===== src/rtl/core/bfd_pkg.sv =====
// bfd_pkg: shared constants, types and helper functions for the box filter downscaler
// used by bfd_front, bfd_queue, bfd_back and box_filter_downscale_unit
// no dependencies
package bfd_pkg;

   localparam int FACTOR     = 2;
   localparam int MAX_WIDTH  = 2048;
   localparam int MAX_HEIGHT = 2048;

   localparam int CFG_W      = 12;
   localparam int PIX_W      = 8;
   localparam int NCH        = 3;
   localparam int CSR_ADDR_W = 3;
   localparam int CSR_DATA_W = 32;

   localparam logic [CFG_W-1:0] WIDTH_RESET  = CFG_W'(640);
   localparam logic [CFG_W-1:0] HEIGHT_RESET = CFG_W'(480);

   localparam int SUM_DEPTH = MAX_WIDTH / FACTOR;
   localparam int ADDR_W    = $clog2(SUM_DEPTH);
   localparam int WDIM_W    = $clog2(MAX_WIDTH + 1);
   localparam int HDIM_W    = $clog2(MAX_HEIGHT + 1);
   localparam int CX_W      = (FACTOR > 1) ? $clog2(FACTOR) : 1;

   // block mean by reciprocal multiply, exact for every sum that can occur
   localparam int AREA    = FACTOR * FACTOR;
   localparam int SUM_W   = $clog2(AREA * 255 + 1);
   localparam int DIV_LOG = $clog2(AREA);
   localparam int DIV_K   = SUM_W + DIV_LOG;
   localparam int RECIP_W = DIV_K + 1;
   localparam int RECIP   = ((1 << DIV_K) + AREA - 1) / AREA;
   localparam int PROD_W  = SUM_W + RECIP_W;

   localparam int QDEPTH  = 4;
   localparam int QPTR_W  = $clog2(QDEPTH);
   localparam int QCNT_W  = $clog2(QDEPTH + 1);
   localparam int ODEPTH  = 4;
   localparam int OPTR_W  = $clog2(ODEPTH);
   localparam int OCNT_W  = $clog2(ODEPTH + 1);

   typedef enum logic [0:0] {
      REG_SOURCE_WIDTH  = 1'b0,
      REG_SOURCE_HEIGHT = 1'b1
   } reg_index_type;

   typedef struct packed {
      logic [PIX_W-1:0] blue;
      logic [PIX_W-1:0] green;
      logic [PIX_W-1:0] red;
   } pixel_type;

   typedef struct packed {
      pixel_type         px;
      logic [ADDR_W-1:0] addr;
      logic              first;
      logic              last;
      logic              row_end;
      logic              frame_end;
   } work_type;

   typedef struct packed {
      logic              frame_end;
      logic              row_end;
      pixel_type         px;
   } result_type;

   typedef struct packed {
      logic [QCNT_W-1:0] count;
      logic              empty;
      logic              full;
   } queue_status_type;

   function automatic logic [WDIM_W-1:0] clamp_width(input logic [CFG_W-1:0] v);
      int unsigned t;
      t = 32'(v);
      if (t == 0) begin
         t = 1;
      end else if (t > MAX_WIDTH) begin
         t = MAX_WIDTH;
      end
      return WDIM_W'(t);
   endfunction

   function automatic logic [HDIM_W-1:0] clamp_height(input logic [CFG_W-1:0] v);
      int unsigned t;
      t = 32'(v);
      if (t == 0) begin
         t = 1;
      end else if (t > MAX_HEIGHT) begin
         t = MAX_HEIGHT;
      end
      return HDIM_W'(t);
   endfunction

   function automatic logic [PIX_W-1:0] block_mean(input logic [SUM_W-1:0] s);
      logic [PROD_W-1:0] p;
      p = PROD_W'(s) * PROD_W'(RECIP);
      return PIX_W'(p >> DIV_K);
   endfunction

endpackage


===== src/rtl/core/bfd_queue.sv =====
// bfd_queue: short work queue between the front and the back
// depends on bfd_pkg for the work word type and depth
module bfd_queue (
   input  logic                      clock,
   input  logic                      reset,
   input  logic                      push,
   input  bfd_pkg::work_type         push_item,
   input  logic                      pop,
   output bfd_pkg::work_type         head,
   output bfd_pkg::queue_status_type status
);
   import bfd_pkg::*;

   work_type          slot_ff [QDEPTH];
   logic [QPTR_W-1:0] wr_ptr_ff, wr_ptr_in, rd_ptr_ff, rd_ptr_in;
   logic [QCNT_W-1:0] count_ff, count_in;

   assign head         = slot_ff[rd_ptr_ff];
   assign status.count = count_ff;
   assign status.empty = (count_ff == '0);
   assign status.full  = (count_ff == QCNT_W'(QDEPTH));

   always_comb begin
      wr_ptr_in = push ? wr_ptr_ff + QPTR_W'(1) : wr_ptr_ff;
      rd_ptr_in = pop  ? rd_ptr_ff + QPTR_W'(1) : rd_ptr_ff;
      count_in  = count_ff + QCNT_W'(push) - QCNT_W'(pop);
   end

   always_ff @(posedge clock) begin
      if (push) begin
         slot_ff[wr_ptr_ff] <= push_item;
      end
   end

   always_ff @(posedge clock) begin
      if (reset) begin
         wr_ptr_ff <= '0;
         rd_ptr_ff <= '0;
         count_ff  <= '0;
      end else begin
         wr_ptr_ff <= wr_ptr_in;
         rd_ptr_ff <= rd_ptr_in;
         count_ff  <= count_in;
      end
   end

endmodule


===== config.mk =====
export PLATFORM = sky130hd
export DESIGN_NAME = bfd_queue
export DESIGN_NICKNAME = d
export VERILOG_FILES = /design/src/rtl/core/bfd_pkg.sv /design/src/rtl/core/bfd_queue.sv
export SDC_FILE = /design/constraint.sdc
export NUM_CORES = 1
export LEC_CHECK = 0
export BUFFER_PORTS_ARGS = -buffer_cell sky130_fd_sc_hd__buf_2
export CAP_MARGIN = 30
export CORE_MARGIN = 10
export CORE_UTILIZATION = 40
export CTS_CLUSTER_SIZE = 40
export DETAILED_ROUTE_END_ITERATION = 12
export GPL_TIMING_DRIVEN = 0
export PLACE_DENSITY = 0.63
export RECOVER_POWER = 100
export SYNTH_ARGS = -nofsm -noshare
export SYNTH_HDL_FRONTEND = slang
export SYNTH_SLANG_ARGS = --single-unit
export TNS_END_PERCENT = 1

===== constraint.sdc =====
create_clock -name clock -period 2.3 [get_ports clock]
set_input_delay 0.46 -clock clock [delete_from_list [all_inputs] [get_ports clock]]
set_output_delay 0.46 -clock clock [all_outputs]
set_load 0.005 [all_outputs]

# After elaboration in Yosys (flattened, before gate mapping)
# Memory sizes are Yosys's and may differ from the RTL's. A register that Yosys moved wholly into a read port is not among the register bits.
# Cells that the tools add are included.
# word_totals
ramBits	152
regBits	7
latchBits	0
mem_bits_ro	0
input_bits	42
word_cells	14
mem_count	1
# classes
muxes	4
magnitude_cmp	0
n_div	0
n_bitwise	0
n_shift	0
add_sub_neg	4
eq_ne	1
mul	0
reduce_logical	1
# memory_table
name	depth	word_bits	rd	rd_ports_with_merged_regs	wr	line_no	source
slot_ff	4	38	1	1	1	bfd_queue.sv:14	work_type slot_ff [QDEPTH];
# op_table
operator	count
$add 2x1->2 const B	2
$mux 2	2
$add 3x1->3	1
$eq 3x3->1 const B	1
$logic_not 3->1	1
$sub 3x1->3	1
$mux 1	2

# Logic depth before layout (Yosys ltp)
# depth
depth_word	3
depth_mapped	7
depth_no_buf	7

# Least setup slack after synthesis
# No wires, ideal clock.
# synth_path
path_kind	register -> register
startpoint	register wr_ptr_ff[0]
endpoint	memory slot_ff[2][0] (netlist name) (enable)
setup_ps	399
path_slack_ps	435
synth_period_minus_slack_ps	1865
stages_incl_launch_ff	4
required_ps	1901
arrival_time_ps	1466
cell_sequence	dfxtp_1 -> inv_1 -> ha_1 -> and2_1
# synth_rtl
element	line_no	source
start: declaration	bfd_queue.sv:15	logic [QPTR_W-1:0] wr_ptr_ff, wr_ptr_in, rd_ptr_ff, rd_ptr_in;
start signal: assignment	bfd_queue.sv:41	wr_ptr_ff <= wr_ptr_in;
end: declaration	bfd_queue.sv:14	
# Straight into the memory's write port.

==> impl_metrics.yaml <==
layout:
  finalNetCount: 396
  seq_area_um2: 4750
  insertedDiodeCount: 0
  multi_input_area_um2: 1090
  syn_to_final_growth_pct: 21.2
  filler_cell_count: 1230
  design_area_um2: 7200
  drive_gt1_share_pct: 28.3
grt:
  grt_usage_pct: 11.7
  grt_start_max_net_pins: 28
  antenna_found_initial: 0
  grt_pass1_vias: 3079
  grt_first_pass_wirelength_um: 17200
  overflow: 0
floorplanning:
  initial_utilization_pct: 40.8
  dieArea_um2: 20100
  io_pins: 85
  num_rows: 44
  coreArea_um2: 14500
  die_w_um: 142
  dieHeight_um: 142
detailed_routing:
  avgViaCountPerCell: 5.00
  dr.pass1.iters: 4
  drc: 0
  vias: 2721
  first_iter_violations: 156
  ant_nets: 0
  wl_um: 11100
  routedWlPerCell_um: 20.4
timing:
  slew_headroom_pct: 19.2
  fmax_mhz: 451
  rsz0062_at_grt: "true"
  period_share_pct: 96.3
  worst_pin_slew_ns: 1.21
  skew_ns: 0.00604
  hold_viol_final: 0
  setup-violations-final: 0
  period_minus_slack_ns: 2.22
  drv_slew: 0
clock_tree:
  cts_buffers: 17
  cts_max_level: 4
  cts_setup_buffers: 0
  cts_tree: "yes"
  clkTransAtPathRegs_ns: 0.06
  cts_sinks: 161
  root_buffer: "clkbuf_16"
  hold_buffers: 0
  clockBufferDepth: 2
  clkLatencyLatePin_ns: 0.42
critical_path:
  timing.rr.end: "slot_ff[2][18]"
  cp_max_fo: 10
  arrival_ns: 1.76
  critical-path-top-delay-family: "multiplexers"
  r2r_slack_ns: 0.18
  worstSetupEndpointType: "output port"
  r2r_start: "wr_ptr_ff[0]"
  cp_num_buf_inv: 3
  cp_common_cell: "buf_12"
  crit_chain: "buf_12 -> buf_12 -> mux4_2 -> buf_2"
  slowest_delay_ns: 0.51
  cp_slowest_cell: "mux4_2"
  crit_type: "reg2out"
  r2r_cells: 4
  start_kind: "flip-flop"
  cp_num_cells: 4
  worstPathRequired_ns: 1.84
  endpoint: "head[30]"
job:
  max_cap_violations: 0
synthesis:
  netlist_top_cells_area: "edfxtp_1 77%, mux4_2 14%, dfxtp_1 3.0%"
  synth_top_area_share_pct: 76.9
  synth-edff-count: 152
  synth.most_common_cell: "edfxtp_1"
  avgSynthCellArea_um2: 24.7
  syn_area_um2: 5940
  synthCells: 240
  yosys.area.top_type: "edfxtp_1"
  syn_nets: 289
  synthTopCellsByCount: "152 x edfxtp_1, 38 x mux4_2, 9 x dfxtp_1"
  synth_ff_type: "edfxtp_1"
  synthArstFlopShare_pct: 0
  synth_cell_types: 22
  synth_seq_cells: 161
  ys_warn_count: 0
  yosysSeqAreaShare_pct: 79.9
placed_design:
  gp_congestion: 0.685
  placed_area_um2: 6690
  port_buffers: 84
  hpwl_um: 7160
power:
  vdd_drop_max_mv: 0.461
  p_leak_nw: 2.32
  p_per_area_nw_per_um2: 935
  power_mw: 6.73
outcome:
  status: "finished clean"
min_path:
  hold_class: "in2reg"
[stage by stage]
step / setup TNS (ns) / hold WS [ns] / worst slack [ns] / utilization [%] / std cells
2_1_floorplan: 0 / 0.492 / 0.435 / - / 240
3_3_place_gp: -66.59 / 0.519 / -0.464 / 45.3 / 508
3_5_place_dp: 0 / 0.528 / 0.311 / 46.0 / 512
4_1_cts: 0 / 0.230 / 0.00134 / 50.1 / 544
5_1_grt: -0.0660 / 0.280 / -0.00798 / 49.5 / 544
6_report: 0 / 0.293 / 0.0845 / 49.5 / 544
[logic make-up (layout without fill, tap and decap cells)]
kind of cell	Yosys count	after routing	share of synthesized area [%]
mux	39	39	14.6
fa+ha+maj	7	7	1.60
flops	161	161	79.9
compound gates	2	2	0.253
simple gates	14	14	1.26
xor+xnor	3	3	0.695
buf+inv	14	134	1.69
[per-layer routing]
layer | part of all wire [%] | GRT usage [%] | vias to the layer above
li1 | - | - | 1224
met1 | 40 | 12.8 | 1411
met2 | 51 | 19.0 | 78
met3 | 7.7 | 5.87 | 8
met4 | 1.1 | 4.20 | 0
met5 | 0 | 0 | -
[report_power, final]
group | total [mW] | internal (mW) | switching [mW] | leakage (nW)
clock network | 2.67 | 1.58 | 1.10 | 0.267
logic | 0.640 | 0.326 | 0.314 | 0.582
registers | 3.42 | 3.37 | 0.0471 | 1.47
[placed cells by master (no fill, tap or decap), types with 2 or more instances in the layout]
cell	instances
and2_1	3
buf_12	4
buf_16	2
buf_2	17
buf_4	3
buf_6	2
clkbuf_1	66
clkbuf_16	17
clkbuf_2	2
clkbuf_8	3
clkinv_4	4
clkinvlp_4	5
dfxtp_1	8
edfxtp_1	152
ha_1	6
inv_1	6
mux4_2	38
nor2_1	5
nor2b_1	2
xnor2_1	2
[area by class of cell]
| cell class | count | area share, % |
|---|---|---|
| Buffer | 8 | 1.32 |
| Clock buffer | 21 | 6.54 |
| Clock inverter | 11 | 1.50 |
| Inverter | 6 | 0.313 |
| Multi-Input combinational cell | 65 | 15.2 |
| Sequential cell | 161 | 66.0 |
| Tap cell | 184 | 3.20 |
| Timing Repair Buffer | 88 | 6.00 |
[timing repair]
item,4_1_cts,5_1_grt
resized for setup,6,2
pin swaps,0,0
endpoints found under the setup margin,23,20
[sequential cells by signal (all words and copies together) (netlist names), named ones only]
| register | flops |
|---|---|
| rd_ptr_ff | 2 |
| slot_ff | 152 |
| count_ff | 3 |
| wr_ptr_ff | 2 |
[worst min-delay path by stage]
stage	from	endpoint	slack, ns	depth (start not counted)
floorplan	rd_ptr_ff[1]	flip-flop	0.49	2
finish	push_item[27]	slot_ff[0][27]	0.29	1
global placement	rd_ptr_ff[1]	rd_ptr_ff[1]	0.52	2
global route	push_item[25]	slot_ff[3][25]	0.28	1
CTS	push_item[6]	slot_ff[2][6]	0.23	1
detailed placement	rd_ptr_ff[1]	rd_ptr_ff[1]	0.53	2
Power figures use the tool's default switching activity.
