## config.mk

```make
export PLATFORM = sky130hd
export DESIGN_NAME = bfd_front
export DESIGN_NICKNAME = d
export VERILOG_FILES = /design/src/rtl/core/bfd_pkg.sv /design/src/rtl/core/bfd_front.sv
export SDC_FILE = /design/constraint.sdc
export NUM_CORES = 1
export LEC_CHECK = 0
export BUFFER_PORTS_ARGS = -buffer_cell sky130_fd_sc_hd__buf_4
export CAP_MARGIN = 20
export CORE_ASPECT_RATIO = 0.8
export CORE_MARGIN = 2
export CORE_UTILIZATION = 40
export CTS_CLUSTER_DIAMETER = 100
export DETAILED_ROUTE_END_ITERATION = 8
export GPL_TIMING_DRIVEN = 0
export PLACE_DENSITY_LB_ADDON = 0.1
export SYNTH_ARGS = -nofsm -noshare
export SYNTH_HDL_FRONTEND = slang
export SYNTH_SLANG_ARGS = --single-unit
export TNS_END_PERCENT = 100
```

## constraint.sdc

```tcl
create_clock -name clock -period 6.4 [get_ports clock]
set_input_delay 0.64 -clock clock [delete_from_list [all_inputs] [get_ports clock]]
set_output_delay 0.64 -clock clock [all_outputs]
set_load 0.03 [all_outputs]
```

## src/rtl/core/bfd_pkg.sv

```systemverilog
// bfd_pkg: shared constants, types and helper functions for the box filter downscaler
// used by bfd_front, bfd_queue, bfd_back and box_filter_downscale_unit
// no dependencies
package bfd_pkg;

   localparam int FACTOR     = 2;
   localparam int MAX_WIDTH  = 2048;
   localparam int MAX_HEIGHT = 2048;

   localparam int CFG_W      = 12;
   localparam int PIX_W      = 8;
   localparam int NCH        = 3;
   localparam int CSR_ADDR_W = 3;
   localparam int CSR_DATA_W = 32;

   localparam logic [CFG_W-1:0] WIDTH_RESET  = CFG_W'(640);
   localparam logic [CFG_W-1:0] HEIGHT_RESET = CFG_W'(480);

   localparam int SUM_DEPTH = MAX_WIDTH / FACTOR;
   localparam int ADDR_W    = $clog2(SUM_DEPTH);
   localparam int WDIM_W    = $clog2(MAX_WIDTH + 1);
   localparam int HDIM_W    = $clog2(MAX_HEIGHT + 1);
   localparam int CX_W      = (FACTOR > 1) ? $clog2(FACTOR) : 1;

   // block mean by reciprocal multiply, exact for every sum that can occur
   localparam int AREA    = FACTOR * FACTOR;
   localparam int SUM_W   = $clog2(AREA * 255 + 1);
   localparam int DIV_LOG = $clog2(AREA);
   localparam int DIV_K   = SUM_W + DIV_LOG;
   localparam int RECIP_W = DIV_K + 1;
   localparam int RECIP   = ((1 << DIV_K) + AREA - 1) / AREA;
   localparam int PROD_W  = SUM_W + RECIP_W;

   localparam int QDEPTH  = 4;
   localparam int QPTR_W  = $clog2(QDEPTH);
   localparam int QCNT_W  = $clog2(QDEPTH + 1);
   localparam int ODEPTH  = 4;
   localparam int OPTR_W  = $clog2(ODEPTH);
   localparam int OCNT_W  = $clog2(ODEPTH + 1);

   typedef enum logic [0:0] {
      REG_SOURCE_WIDTH  = 1'b0,
      REG_SOURCE_HEIGHT = 1'b1
   } reg_index_type;

   typedef struct packed {
      logic [PIX_W-1:0] blue;
      logic [PIX_W-1:0] green;
      logic [PIX_W-1:0] red;
   } pixel_type;

   typedef struct packed {
      pixel_type         px;
      logic [ADDR_W-1:0] addr;
      logic              first;
      logic              last;
      logic              row_end;
      logic              frame_end;
   } work_type;

   typedef struct packed {
      logic              frame_end;
      logic              row_end;
      pixel_type         px;
   } result_type;

   typedef struct packed {
      logic [QCNT_W-1:0] count;
      logic              empty;
      logic              full;
   } queue_status_type;

   function automatic logic [WDIM_W-1:0] clamp_width(input logic [CFG_W-1:0] v);
      int unsigned t;
      t = 32'(v);
      if (t == 0) begin
         t = 1;
      end else if (t > MAX_WIDTH) begin
         t = MAX_WIDTH;
      end
      return WDIM_W'(t);
   endfunction

   function automatic logic [HDIM_W-1:0] clamp_height(input logic [CFG_W-1:0] v);
      int unsigned t;
      t = 32'(v);
      if (t == 0) begin
         t = 1;
      end else if (t > MAX_HEIGHT) begin
         t = MAX_HEIGHT;
      end
      return HDIM_W'(t);
   endfunction

   function automatic logic [PIX_W-1:0] block_mean(input logic [SUM_W-1:0] s);
      logic [PROD_W-1:0] p;
      p = PROD_W'(s) * PROD_W'(RECIP);
      return PIX_W'(p >> DIV_K);
   endfunction

endpackage

```

## src/rtl/core/bfd_front.sv

```systemverilog
// bfd_front: accepts source pixels, tracks raster position and block membership
// pushes pixels inside whole blocks into the work queue; depends on bfd_pkg
module bfd_front (
   input  logic                       clock,
   input  logic                       reset,
   input  logic                       restart,
   input  logic [bfd_pkg::CFG_W-1:0]  source_width,
   input  logic [bfd_pkg::CFG_W-1:0]  source_height,
   input  logic                       req_tvalid,
   output logic                       req_tready,
   input  bfd_pkg::pixel_type         req_pixel,
   input  logic                       queue_full,
   output logic                       push,
   output bfd_pkg::work_type          push_item
);
   import bfd_pkg::*;

   logic [WDIM_W-1:0] col_ff, col_in, bstart_c_ff, bstart_c_in;
   logic [HDIM_W-1:0] row_ff, row_in, bstart_r_ff, bstart_r_in;
   logic [CX_W-1:0]   cx_ff, cx_in, ry_ff, ry_in;
   logic [ADDR_W-1:0] bc_ff, bc_in;

   logic [WDIM_W-1:0] w_eff;
   logic [HDIM_W-1:0] h_eff;
   logic              accept;
   logic              col_wrap, row_wrap, cx_wrap, ry_wrap;
   logic              col_in_block, row_in_block, col_last_block, row_last_block;

   assign w_eff  = clamp_width(source_width);
   assign h_eff  = clamp_height(source_height);
   assign req_tready = !queue_full;
   assign accept = req_tvalid && req_tready;

   assign col_wrap = ((WDIM_W+1)'(col_ff) + (WDIM_W+1)'(1)) >= (WDIM_W+1)'(w_eff);
   assign row_wrap = ((HDIM_W+1)'(row_ff) + (HDIM_W+1)'(1)) >= (HDIM_W+1)'(h_eff);
   assign cx_wrap  = (cx_ff == CX_W'(FACTOR - 1));
   assign ry_wrap  = (ry_ff == CX_W'(FACTOR - 1));

   // a block counts only if it lies wholly inside the image
   assign col_in_block   = ((WDIM_W+1)'(bstart_c_ff) + (WDIM_W+1)'(FACTOR))
                           <= (WDIM_W+1)'(w_eff);
   assign col_last_block = ((WDIM_W+1)'(bstart_c_ff) + (WDIM_W+1)'(2 * FACTOR))
                           > (WDIM_W+1)'(w_eff);
   assign row_in_block   = ((HDIM_W+1)'(bstart_r_ff) + (HDIM_W+1)'(FACTOR))
                           <= (HDIM_W+1)'(h_eff);
   assign row_last_block = ((HDIM_W+1)'(bstart_r_ff) + (HDIM_W+1)'(2 * FACTOR))
                           > (HDIM_W+1)'(h_eff);

   always_comb begin
      push_item.px        = req_pixel;
      push_item.addr      = bc_ff;
      push_item.first     = (cx_ff == '0) && (ry_ff == '0);
      push_item.last      = cx_wrap && ry_wrap;
      push_item.row_end   = col_last_block;
      push_item.frame_end = col_last_block && row_last_block;
      push = accept && col_in_block && row_in_block && !restart;
   end

   always_comb begin
      col_in      = col_ff;
      cx_in       = cx_ff;
      bc_in       = bc_ff;
      bstart_c_in = bstart_c_ff;
      row_in      = row_ff;
      ry_in       = ry_ff;
      bstart_r_in = bstart_r_ff;
      if (restart) begin
         col_in      = '0;
         cx_in       = '0;
         bc_in       = '0;
         bstart_c_in = '0;
         row_in      = '0;
         ry_in       = '0;
         bstart_r_in = '0;
      end else if (accept) begin
         if (col_wrap) begin
            col_in      = '0;
            cx_in       = '0;
            bc_in       = '0;
            bstart_c_in = '0;
            if (row_wrap) begin
               row_in      = '0;
               ry_in       = '0;
               bstart_r_in = '0;
            end else begin
               row_in = row_ff + HDIM_W'(1);
               if (ry_wrap) begin
                  ry_in       = '0;
                  bstart_r_in = bstart_r_ff + HDIM_W'(FACTOR);
               end else begin
                  ry_in = ry_ff + CX_W'(1);
               end
            end
         end else begin
            col_in = col_ff + WDIM_W'(1);
            if (cx_wrap) begin
               cx_in       = '0;
               bc_in       = bc_ff + ADDR_W'(1);
               bstart_c_in = bstart_c_ff + WDIM_W'(FACTOR);
            end else begin
               cx_in = cx_ff + CX_W'(1);
            end
         end
      end
   end

   always_ff @(posedge clock) begin
      if (reset) begin
         col_ff      <= '0;
         cx_ff       <= '0;
         bc_ff       <= '0;
         bstart_c_ff <= '0;
         row_ff      <= '0;
         ry_ff       <= '0;
         bstart_r_ff <= '0;
      end else begin
         col_ff      <= col_in;
         cx_ff       <= cx_in;
         bc_ff       <= bc_in;
         bstart_c_ff <= bstart_c_in;
         row_ff      <= row_in;
         ry_ff       <= ry_in;
         bstart_r_ff <= bstart_r_in;
      end
   end

endmodule

```

# --- Word level (Yosys, flattened, before mapping) ---
# Index checks and enable logic that the tools add are counted.
word_totals:
  reg_bits: 60
  mem_count: 0
  latchBits: 0
  inputBits: 53
  mem_bits_ro: 0
  output_inout_bits: 40
  ramBits: 0
classes:
  n_lt_le_gt_ge: 8
  n_div: 0
  eq_ne: 0
  reduce_logical: 17
  add_sub_neg: 13
  n_mux: 16
  shifts: 0
  n_mul: 0
  bitwise: 2
op_table:
  columns: ["op", "n"]
  rows:
  - ["two-way mux 12 bit", 10]
  - ["adder 12 x 1 -> 13 bit (second input constant)", 2]
  - ["adder 12 x 2 -> 13 bit (second input constant)", 2]
  - ["adder 12 x 3 -> 13 bit (second input constant)", 2]
  - ["greater-or-equal comparator 13 x 12 -> 1 bit", 2]
  - ["> comparator 13 x 12 -> 1 bit", 2]
  - ["less-or-equal comparator 13 x 12 -> 1 bit", 2]
  - ["adder 12 x 1 -> 12 bit (second input constant)", 2]
  - ["adder 12 x 2 -> 12 bit (second input constant)", 2]
  - ["> comparator 12 bit (second input constant)", 2]
  - ["logical NOT 12 bit", 2]
  - ["two-way mux 10 bit", 2]
  - ["adder 10 x 1 -> 10 bit (second input constant)", 1]
  - ["logical AND 1 bit", 7]
  - ["two-way mux 1 bit", 4]
  - ["AND reduction 2 bit", 2]
  - ["nonzero test 2 bit", 2]
  - ["AND reduction 3 bit", 1]
  - ["adder 1 bit (second input constant)", 2]
  - ["logical NOT 1 bit", 2]
  - ["NOT 1 bit", 2]
  - ["OR reduction 2 bit", 1]

# --- Logic depth before layout (Yosys ltp) ---
logic_depth:
  word_depth: 7
  depth_mapped: 14
  ltp_nobuf: 12

# --- Least setup slack after synthesis ---
# No wires, ideal clock.
synth_timing:
  path_kind: "register to output"
  startpoint: "register bstart_r_ff[3]"
  endpoint: "output port push"
  arrival_ns: 2.657
  path_stages_with_launch: 11
  slack_ns: 3.103
  required_ns: 5.760
  path_cell_list: "dfxtp_1 ha_1 and4_1 and3_1 and3_1 xor2_1 ha_1 nand3_1 or2_2 o32ai_1 o211a_1"
synth_via:
  elab_chain_cells: 4
synth_lines:
  columns: ["item", "line", "rtl"]
  rows:
  - ["from (decl)", "bfd_front.sv:19", "logic [HDIM_W-1:0] row_ff, row_in, bstart_r_ff, bstart_r_in;"]
  - ["from (signal assigned)", "bfd_front.sv:123", "bstart_r_ff <= bstart_r_in;"]
  - ["adder 12 x 2 -> 13 bit", "bfd_front.sv:44", "assign row_in_block = ((HDIM_W+1)'(bstart_r_ff) + (HDIM_W+1)'(FACTOR))"]
  - ["less-or-equal comparator 13 x 12 -> 1 bit", "bfd_front.sv:45", "<= (HDIM_W+1)'(h_eff);"]
  - ["logical AND 1 bit (2 in a row)", "bfd_front.sv:56", "push = accept && col_in_block && row_in_block && !restart;"]
  - ["to (decl)", "bfd_front.sv:13", "output logic push,"]
# No other way between the ends.

# --- Worst setup path in the final report ---
# Same ends and word-level chain as after synthesis.

==> impl_results.md <==
* Startpoint Class: register
* Synth warn at 0
* Worst Clk Skew at 0.00646 ns
* Sinks on Clock Net at 58
* Antenna cell count at 0
* Area grow syn2layout at 19.3%
* Antenna violations before repair at 0
* Layout cell share with drive strength beyond 1 at 17.5%
* Final Util at 48.8%
* Via density at 5.78
* Crit path DAT at 3.63 ns
* Post-DRT Antenna Nets at 0
* DR WL/cell at 17.4 um
* Clock Path Buffers at 2
* H-tree depth at 3
* CP required at 5.76 ns
* Clk pin slew, worst setup/hold paths at 0.06 ns
* Ports at 93
* Gr ovfl total at 0
* Hold_buf cts at 0
* VDD IR max at 211 uV
* Worst slew pin tran at 0.940 ns
* # port buffers at 68
* Core area at 13500 sq um
* DP Worst Slack at 2.38 ns
* Pre-antenna DRT Iters at 5
* Worst-path fanout max at 7
* CTS tree: yes
* Post-synthesis cell area at 5520 sq um
* NumNets Final at 913
* Post-synthesis instance total at 706
* Syn nets at 834
* Design Power at 0.00105 W
* RSZ-0062 raised after global routing: no
* Ys flop type: dfxtp_1
* Outcome: complete, no violations
* Max-Cap Viols at 0
* DRC Markers at 0
* Dpl hpwl at 13300 um
* Fin. Hold Viols at 0
* Starting Density at 40.9%
* PwrDens at 159 nW/um^2
* Routed Wire Length at 16900 um
* Register area share after synthesis at 21.0%
* GRT Overall Usage at 23.1%
* #FFs+latches synth at 58
* Pin count of the biggest net entering global routing at 13
* Final setup vio count at 0
* Worst setup margin at 2.13 ns
* Tmin final at 4.27 ns
* Die Footprint at 14800 sq um
* Leak Pwr at 2.78 nW
* Worst Hold Class: register to register
* CTS Buf Count at 9
* Fraction of registers with async set/reset at 0%
* Via count at 5604
* EDFF count, synth at 0
* Max-slew violations at 0
* Number of global-route vias before repair at 5211
* DRT iter0 DRCs at 439
* Setup bufs post-CTS at 0
* Final Non-Filler Cells at 970
* Rows at 38
* Distinct cells, synth at 60
* RD Place Congestion at 0.929
* First-pass GRT wire length at 26800 um
* Rel. slew slack at 37.1%
* Post-cts resize count at 0
* Die Span Y at 109 um
* CTS root buf: clkbuf_16
* Max Freq at 234 MHz
* Placed Instances at 954
* Die W at 135 um
* Tcrit/Tclk final at 66.7%
* Worst-skew pair later-pin latency at 0.33 ns
* Mean post-synth cell area at 7.82 sq um
* Worst Setup End Kind: output port
* CP Class: register to output port
* Final TNS setup at 0 ns
layout make-up:
| cell class | count | area, sq um |
|---|---|---|
| buffer | 59 | 345 |
| clock inverter | 6 | 88.8 |
| tap | 180 | 225 |
| multi-input combinational | 575 | 3960 |
| inverter | 14 | 52.6 |
| sequential | 58 | 1160 |
| clock buffer | 10 | 239 |
| timing repair buffer | 68 | 510 |
| fill | 1334 | 6920 |
state kept, by name, indices dropped and copies added, names as in the netlist:
signal,count
bc_ff,10
bstart_c_ff,11
bstart_r_ff,11
col_ff,12
cx_ff,1
row_ff,12
ry_ff,1
synth_stat cells (3+ instances only):
cell | n | area (sq um)
nor3_1 | 9 | 45.0
nand4_1 | 19 | 119
o2bb2ai_1 | 3 | 26.3
xor2_1 | 22 | 193
nand4b_1 | 11 | 96.3
or3_1 | 11 | 68.8
o31a_1 | 4 | 35.0
nor2b_1 | 3 | 18.8
or4_1 | 3 | 22.5
buf_6 | 3 | 33.8
nor2_1 | 31 | 116
a21o_1 | 20 | 150
clkbuf_1 | 27 | 101
ha_1 | 75 | 938
nand2_1 | 103 | 387
a311o_1 | 3 | 30.0
nand3_1 | 46 | 230
o32ai_1 | 5 | 43.8
inv_1 | 14 | 52.6
nand3b_1 | 3 | 22.5
and2_1 | 3 | 18.8
buf_2 | 3 | 15.0
o21ai_0 | 20 | 100
buf_4 | 26 | 195
a211oi_1 | 4 | 30.0
o22ai_1 | 22 | 138
a2111oi_0 | 3 | 26.3
xnor2_1 | 32 | 280
or2_2 | 5 | 31.3
o21a_1 | 4 | 30.0
and3_1 | 12 | 75.1
nor4_1 | 11 | 68.8
dfxtp_1 | 58 | 1160
a21oi_1 | 53 | 265
logic make-up after synthesis:
kind of cell | after synthesis | share of synthesized area, %
AND/OR/NAND/NOR | 287 | 26.9
adder cells (fa/ha/maj) | 75 | 17.0
XOR/XNOR | 54 | 8.57
buffers and inverters | 73 | 7.21
multiplexers | 2 | 0.363
flip-flops | 58 | 21.0
AO/OA/AOI/OAI | 157 | 18.9
through the flow:
| step | hold slack (ns) | cell area, sq um |
|---|---|---|
| after global routing | 0.503 | 6580 |
| after global placement | 0.442 | 6260 |
| after detailed placement | 0.457 | 6260 |
| after floorplan | 0.432 | 5520 |
| final | 0.458 | 6580 |
| after CTS | 0.464 | 6580 |
final timing paths:
check                      start              to  slack (ns)  cells past startpoint
setup reg to reg       row_ff[2]  bstart_r_ff[2]        2.62                     12
hold reg to reg       col_ff[11]      col_ff[11]        0.46                      2
hold / removal        col_ff[11]      col_ff[11]        0.46                      2
setup / recovery  bstart_r_ff[3]            push        2.13                     11
metal layers:
metal | wire length, um | global-route usage, % | vias to the layer above
li1 | - | - | 2734
met5 | 0 | 0 | -
met2 | 7350 | 35.6 | 186
met3 | 1140 | 5.11 | 12
met1 | 8240 | 33.5 | 2672
met4 | 138 | 4.09 | 0
critical path, cell delays in order (launching register included):
cell,delay (ns)
dfxtp_1,0.45
ha_1,0.29
and4_1,0.29
and3_1,0.26
and3_1,0.28
xor2_1,0.10
ha_1,0.30
nand3_1,0.10
or2_2,0.31
o32ai_1,0.53
o211a_1,0.25
buf_4,0.16
placed cells by master (no fill, tap or decap), drive strengths merged, types with 22 or more instances in the layout:
cell type | netlist | final
nand2 | 106 | 106
buf | 32 | 100
ha | 75 | 75
dfxtp | 58 | 58
a21oi | 53 | 53
nand3 | 48 | 48
clkbuf | 27 | 37
xnor2 | 32 | 32
nor2 | 31 | 31
xor2 | 22 | 22
o22ai | 22 | 22
where the power goes:
group | switching, W | leakage, nW | internal (W) | total (W)
logic | 0.0000934 | 2.16 | 0.0000605 | 0.000154
registers | 0.000000676 | 0.467 | 0.000362 | 0.000362
clock network | 0.000180 | 0.155 | 0.000352 | 0.000531
total | 0.000274 | 2.78 | 0.000774 | 0.00105
(Power assumes the default switching activity.)
